$ cat src/hw/rtl/rr_fifo.sv
// rr_fifo: small register queue between the front and back pipelines.
// Depends on nothing but its parameters.
module rr_fifo #(
  parameter int Width = 8,
  parameter int Depth = 4
) (
  input  logic             clk_i,
  input  logic             rst_ni,
  input  logic             push_i,
  input  logic [Width-1:0] data_i,
  output logic             full_o,
  input  logic             pop_i,
  output logic [Width-1:0] data_o,
  output logic             empty_o
);

  localparam int AW = (Depth > 1) ? $clog2(Depth) : 1;

  logic [Width-1:0] mem_q [Depth];
  logic [AW-1:0]    wr_q, wr_d, rd_q, rd_d;
  logic [AW:0]      cnt_q, cnt_d;

  assign full_o  = (cnt_q == (AW+1)'(Depth));
  assign empty_o = (cnt_q == '0);
  assign data_o  = mem_q[rd_q];

  // pointer and fill count update
  always_comb begin
    wr_d  = wr_q;
    rd_d  = rd_q;
    cnt_d = cnt_q;
    if (push_i) begin
      wr_d = (wr_q == AW'(Depth-1)) ? '0 : wr_q + 1'b1;
    end
    if (pop_i) begin
      rd_d = (rd_q == AW'(Depth-1)) ? '0 : rd_q + 1'b1;
    end
    if (push_i && !pop_i) begin
      cnt_d = cnt_q + 1'b1;
    end else if (pop_i && !push_i) begin
      cnt_d = cnt_q - 1'b1;
    end
  end

  always_ff @(posedge clk_i or negedge rst_ni) begin
    if (!rst_ni) begin
      wr_q  <= '0;
      rd_q  <= '0;
      cnt_q <= '0;
    end else begin
      wr_q  <= wr_d;
      rd_q  <= rd_d;
      cnt_q <= cnt_d;
    end
  end

  // storage, no reset
  always_ff @(posedge clk_i) begin
    if (push_i) begin
      mem_q[wr_q] <= data_i;
    end
  end

endmodule

$ cat config.mk
export PLATFORM = sky130hd
export DESIGN_NAME = rr_fifo
export DESIGN_NICKNAME = d
export VERILOG_FILES = /design/src/hw/rtl/rr_fifo.sv
export SDC_FILE = /design/constraint.sdc
export NUM_CORES = 1
export LEC_CHECK = 0
export ABC_CLOCK_PERIOD_IN_PS = 3300
export BUFFER_PORTS_ARGS = -buffer_cell sky130_fd_sc_hd__buf_4
export CELL_PAD_IN_SITES_DETAIL_PLACEMENT = 0
export CELL_PAD_IN_SITES_GLOBAL_PLACEMENT = 1
export CORE_ASPECT_RATIO = 1.75
export CORE_MARGIN = 4
export CORE_UTILIZATION = 45
export DETAILED_ROUTE_END_ITERATION = 8
export PLACE_DENSITY_LB_ADDON = 0.1
export SYNTH_ARGS = -nofsm -noshare
export SYNTH_HDL_FRONTEND = slang
export SYNTH_SLANG_ARGS = --single-unit
$ cat constraint.sdc
create_clock -name clk_i -period 3.3 [get_ports clk_i]
set_input_delay 0.33 -clock clk_i [delete_from_list [all_inputs] [get_ports clk_i]]
set_output_delay 0.33 -clock clk_i [all_outputs]
set_load 0.005 [all_outputs]
Yosys cells after proc, flatten, opt, wreduce, memory -nomap -nowiden
Memory sizes are Yosys's and may differ from the RTL's.
Index checks and enable logic that the tools add are counted.
{ "word_totals": {"reg_bits": 7, "ram_bits": 32, "input_bits": 12, "out_inout_bits": 10, "word_cells": 23, "mem_count": 1} }
{ "op_classes": {"addsub": 4, "n_eq_ne": 3, "n_mux": 6, "n_reduce_logical": 6} }
{ "memory_table": {"columns": ["name", "words", "width", "rd", "rd_clocked_by_memory_dff", "wr", "line", "text"], "rows": [
  ["mem_q", 4, 8, 1, 0, 1, "19", "logic [Width-1:0] mem_q [Depth];"]
]} }
{ "ops": {"columns": ["operator", "n"], "rows": [
  ["two-way mux 3 bit", 2],
  ["adder 2 x 1 -> 2 bit, second input constant", 2],
  ["== test 2 bit, second input constant", 2],
  ["two-way mux 2 bit", 2],
  ["adder 3 x 1 -> 3 bit, second input constant", 1],
  ["== test 3 bit, second input constant", 1],
  ["zero test 3 bit", 1],
  ["subtractor 3 x 1 -> 3 bit, second input constant", 1],
  ["logical AND 1 bit", 2],
  ["zero test 1 bit", 2],
  ["two-way mux 1 bit", 2],
  ["nonzero test 2 bit", 1]
]} }

Longest topological paths before layout
{ "logic_depth": {"ltp_word": 4, "ltp_mapped": 7, "mapped_depth_nobuf": 7} }

Least setup slack after synthesis
No wires, ideal clock.
{ "synth_path": {"path_kind": "in2reg", "startpoint": "input pop_i", "endpoint": "register cnt_q[2]", "arrival_ns": 1.316, "setup_slack_ns": 1.905, "stages": 7, "n_path_buf": 0, "cell_sequence": "inv_1 > ha_1 > inv_1 > fa_1 > xor2_1 > nor2_1 > xor2_1"} }
{ "synth_via": {"elab_chain_len": 3} }
{ "synth_rtl": {"columns": ["item", "line", "text"], "rows": [
  ["start, declared", "12", "input logic pop_i,"],
  ["zero test 1 bit", "38", "if (push_i && !pop_i) begin"],
  ["logical AND 1 bit", "38", null],
  ["two-way mux 3 bit / nonzero test 2 bit (equally long branches)", null, null],
  ["end signal, assigned", "53", "cnt_q <= cnt_d;"],
  ["end, declared", "21", "logic [AW:0] cnt_q, cnt_d;"]
]} }
Parallel ways exist; a longest one is shown, timed or not.
A chain may end at the register's enable or synchronous reset.

Final worst setup path
{ "layout_path": {"startpoint": "register rd_q[0]", "endpoint": "output data_o[2]"} }
{ "layout_via": {"elab_chain_len": 1} }
{ "layout_rtl": {"columns": ["item", "line", "text"], "rows": [
  ["start, declared", "20", "logic [AW-1:0] wr_q, wr_d, rd_q, rd_d;"],
  ["start signal, assigned", "52", "rd_q <= rd_d;"],
  ["memory (4 x 8 bit)", null, null],
  ["end, declared", "13", "output logic [Width-1:0] data_o,"]
]} }
No other way between the ends.

==> results.md <==
Hold path:
- The end point of the most critical hold path is mem_q[0][6].
- The depth of the worst hold-timing path is 1.
- The min-delay analysis places its worst path in the category input port to flip-flop.
- The startpoint identified for the worst hold timing path is data_i[6].

GRT:
- The first global-routing pass estimated 3940 um of wire.
- Entering global routing, the biggest net connects 12 pins.
- The initial antenna violation count is 0.
- The global route total overflow is 0.
- Global routing used 12.2% of the available tracks.
- The number of global-route vias before repair is 814.

Synthesis:
- The post-synthesis instance area is 1570 um2.
- Counting every net in the synthesized netlist gives 98.
- The warning count from the yosys run is 0.
- The part of the Yosys area used for sequential elements is 72.4%.
- Each instance of the synthesized netlist takes up on average 19.9 um2.
- The post-synthesis register bit count is 39.
- The number of different library cells used by synthesis comes to 18.
- Counting every instance in the synthesized netlist gives 79.

Die:
- The die covers 4540 um2.
- The x dimension of the die is 52.7 um.
- For this design the top-level I/O count stands at 22.
- The total number of placement rows is 28.
- The core region is 3360 um2.
- The initial core utilization is 46.7%.
- Measured along the y axis, the die boundary spans 86.1 um.

STA:
- The peak clock frequency supported by timing is 0.487 GHz.
- Setup repair after global routing left no endpoint under its margin.
- The share of the clock period used by the worst path is 62.2%.
- For the finished layout, the period the worst path requires is 2.05 ns.
- Clock skew on the completed layout was measured at 0.00578 ns.
- The number of slew-limit violations in the final report is 0.
- After routing, the total negative slack on setup checks comes to 0 ns.
- The final count of hold timing violations is 0.
- In this run the tightest slew margin relative to its limit is 60.6%.
- At the pin with the least slew margin, the transition time is 0.591 ns.
- Setup violations remaining at the end of the flow were counted as 0.

Run status:
- The flow ran to the end, and the final reports show no timing, DRC or antenna violations.

Critical path:
- Along the worst path, the maximum fanout reaches 11.
- Counting cells, the worst reg-to-reg path comes to 3.
- The kind of start point of the critical path is a flip-flop.
- STA puts the critical path data required time at 2.97 ns.
- The reg-to-reg critical path startpoint is wr_q[0].
- The endpoint of the most critical register-to-register path is mem_q[0][4].
- The worst setup path is of the flip-flop to output port kind.
- The arrival time at the worst endpoint is 1.72 ns.
- The setup slack on the worst flop-to-flop path is 1.86 ns.
- STA classifies the critical path endpoint as an output port.

Finish:
- The share of layout cells above drive strength 1 is 34.6%.
- 0 antenna diodes ended up in the layout.
- The total of fill cells in the finished design is 292.
- For this run, the post-layout net count is 125.
- For this run, the number of standard cells in the final layout without fillers is 152.
- The post-synthesis to final-layout area growth is 18.3%.
- The final standard cell area without fillers is 1860 um2.

Pwr:
- The completed layout was analyzed and its total power is 1.45 mW.
- The analysis attributes to cell leakage a power of 0.694 nW.
- The power density over cell area is 781 nW/um2.
- The largest vdd supply drop is 0.493 mV.

Route:
- In the final routed layout, each cell accounts on average for 15.3 um.
- The number of iterations in the first detailed-routing pass is 4.
- The number of DRC markers after the initial detailed-route iteration is 16.
- After detailed routing, the number of vias per cell comes to 4.86.
- Wires add up to 2320 um.
- For this block, the via count after detailed routing is 739.
- In this run the remaining antenna-violating nets after routing total 0.
- In the routed design, unresolved DRC markers number 0.

Clock tree:
- The clock tree synthesis step divided the H-tree into 2 levels.
- Gates resized during post-CTS repair numbered 0.
- The library cell used as clock root buffer is sky130_fd_sc_hd__clkbuf_8.
- Clock-pin slew was measured on the worst setup and hold paths at 0.07 ns.
- Buffers added to address setup during post-CTS repair amount to 0.
- The longest clock path from root to sink contains 2 buffers.
- The number of hold buffers added after CTS was 1.
- TritonCTS built the clock tree.
- Counting every sink on the clock net gives 39.
- The source-to-sink clock delay at the later pin of the worst-skew pair is 0.28 ns.
- The number of buffers added by the clock tree synthesis step is 5.

Place:
- At the end of routability-driven placement, the weighted congestion stood at 0.647.
- After detailed placement, the total cell area comes to 1770 um2.
- The count of buffers from port buffering is 21.
- Including well taps, the total number of placed cells is 143.
- Detailed placement finished with a half-perimeter wire length of 1690 um.

Run:
- The number of maximum-capacitance constraint violations is 0.
==> sequential cells by signal, summed over array words and instances (netlist names) <==
register  cells
cnt_q         3
mem_q        32
rd_q          2
wr_q          2
==> cells in the mapped netlist, drive strengths merged <==
master,count,area share (%)
and2,4,1.6
buf,2,1.0
dfrtp,7,11
edfxtp,32,61
fa,1,1.3
ha,6,4.8
inv,5,1.2
mux2,3,2.2
mux4,8,11
nand2,1,0.24
nand3,1,0.32
nor2,2,0.48
nor3,1,0.32
nor3b,1,0.48
o21ai,2,0.64
xnor2,1,0.56
xor2,2,1.1
==> cell families (layout without fill, tap and decap cells) <==
group                    after synthesis  after routing  synth area share (%)
multiplexers                          11             11                  13.6
adder cells (fa/ha/maj)                7              7                  6.06
AND/OR/NAND/NOR                       10             10                  3.43
flip-flops                            39             39                  72.4
buffers and inverters                  7             35                  2.23
AO/OA/AOI/OAI                          2              2                 0.637
XOR/XNOR                               3              3                  1.67
==> metrics by stage <==
| step | setup slack [ns] | util [%] | hold slack [ns] |
|---|---|---|---|
| after floorplan | 1.90 | - | 0.0344 |
| after global placement | 1.50 | 52.6 | 0.148 |
| after detailed placement | 1.50 | 52.6 | 0.150 |
| after CTS | 1.18 | 55.2 | 0.231 |
| after global routing | 1.12 | 55.2 | 0.230 |
| final | 1.25 | 55.2 | 0.246 |
==> critical path: stages (launching register included) <==
cell and delay (ns):
sky130_fd_sc_hd__dfrtp_1 0.72, sky130_fd_sc_hd__mux4_2 0.57, sky130_fd_sc_hd__buf_4 0.15
==> power by group <==
| part | internal (mW) | total, mW | switching [mW] |
|---|---|---|---|
| combinational | 0.260 | 0.409 | 0.149 |
| sequential | 0.648 | 0.752 | 0.105 |
| clock | 0.144 | 0.289 | 0.146 |
==> layout make-up <==
class                      instances  area [um2]  share of cell area [%]
clock buffer                       6        72.6                    3.91
clock inverter                     2        7.51                   0.404
multi-input combinational         33         399                    21.5
sequential                        39        1140                    61.1
tap                               45        56.3                    3.03
timing repair buffer              22         168                    9.02
inverter                           5        18.8                    1.01
==> placed cells by master (no fill, tap or decap), drive strengths merged <==
master       Yosys  routed
dfrtp            7       7
nor2             2       2
xnor2            1       1
xor2             2       2
nand3            1       1
ha               6       6
nor3             1       1
inv              5       5
fa               1       1
dlygate4sd3      0       1
nor3b            1       1
mux2             3       3
edfxtp          32      32
buf              2      21
o21ai            2       2
nand2            1       1
clkbuf           0       6
clkinv           0       2
and2             4       4
mux4             8       8
==> routing by layer <==
metal  global-route usage, %  routed length (um)  vias to the layer above
li1                        -                   -                      350
met1                    13.7                 926                      363
met2                    20.5                1230                       21
met3                    4.00                 114                        5
met4                    5.58                  50                        0
met5                       0                   0                        -
==> how the worst max path moves through the flow <==
| stage | startpoint | end | slack [ns] | cells after the start |
|---|---|---|---|---|
| after floorplan | pop_i | cnt_q[2] | 1.90 | 7 |
| after detailed placement | rd_q[0] | data_o[2] | 1.50 | 2 |
| after global routing | rd_q[0] | data_o[4] | 1.12 | 2 |
| after global placement | rd_q[0] | data_o[0] | 1.50 | 2 |
| after CTS | rd_q[0] | data_o[2] | 1.18 | 2 |
| final | rd_q[0] | data_o[2] | 1.25 | 2 |
Power figures use the tool's default switching activity.
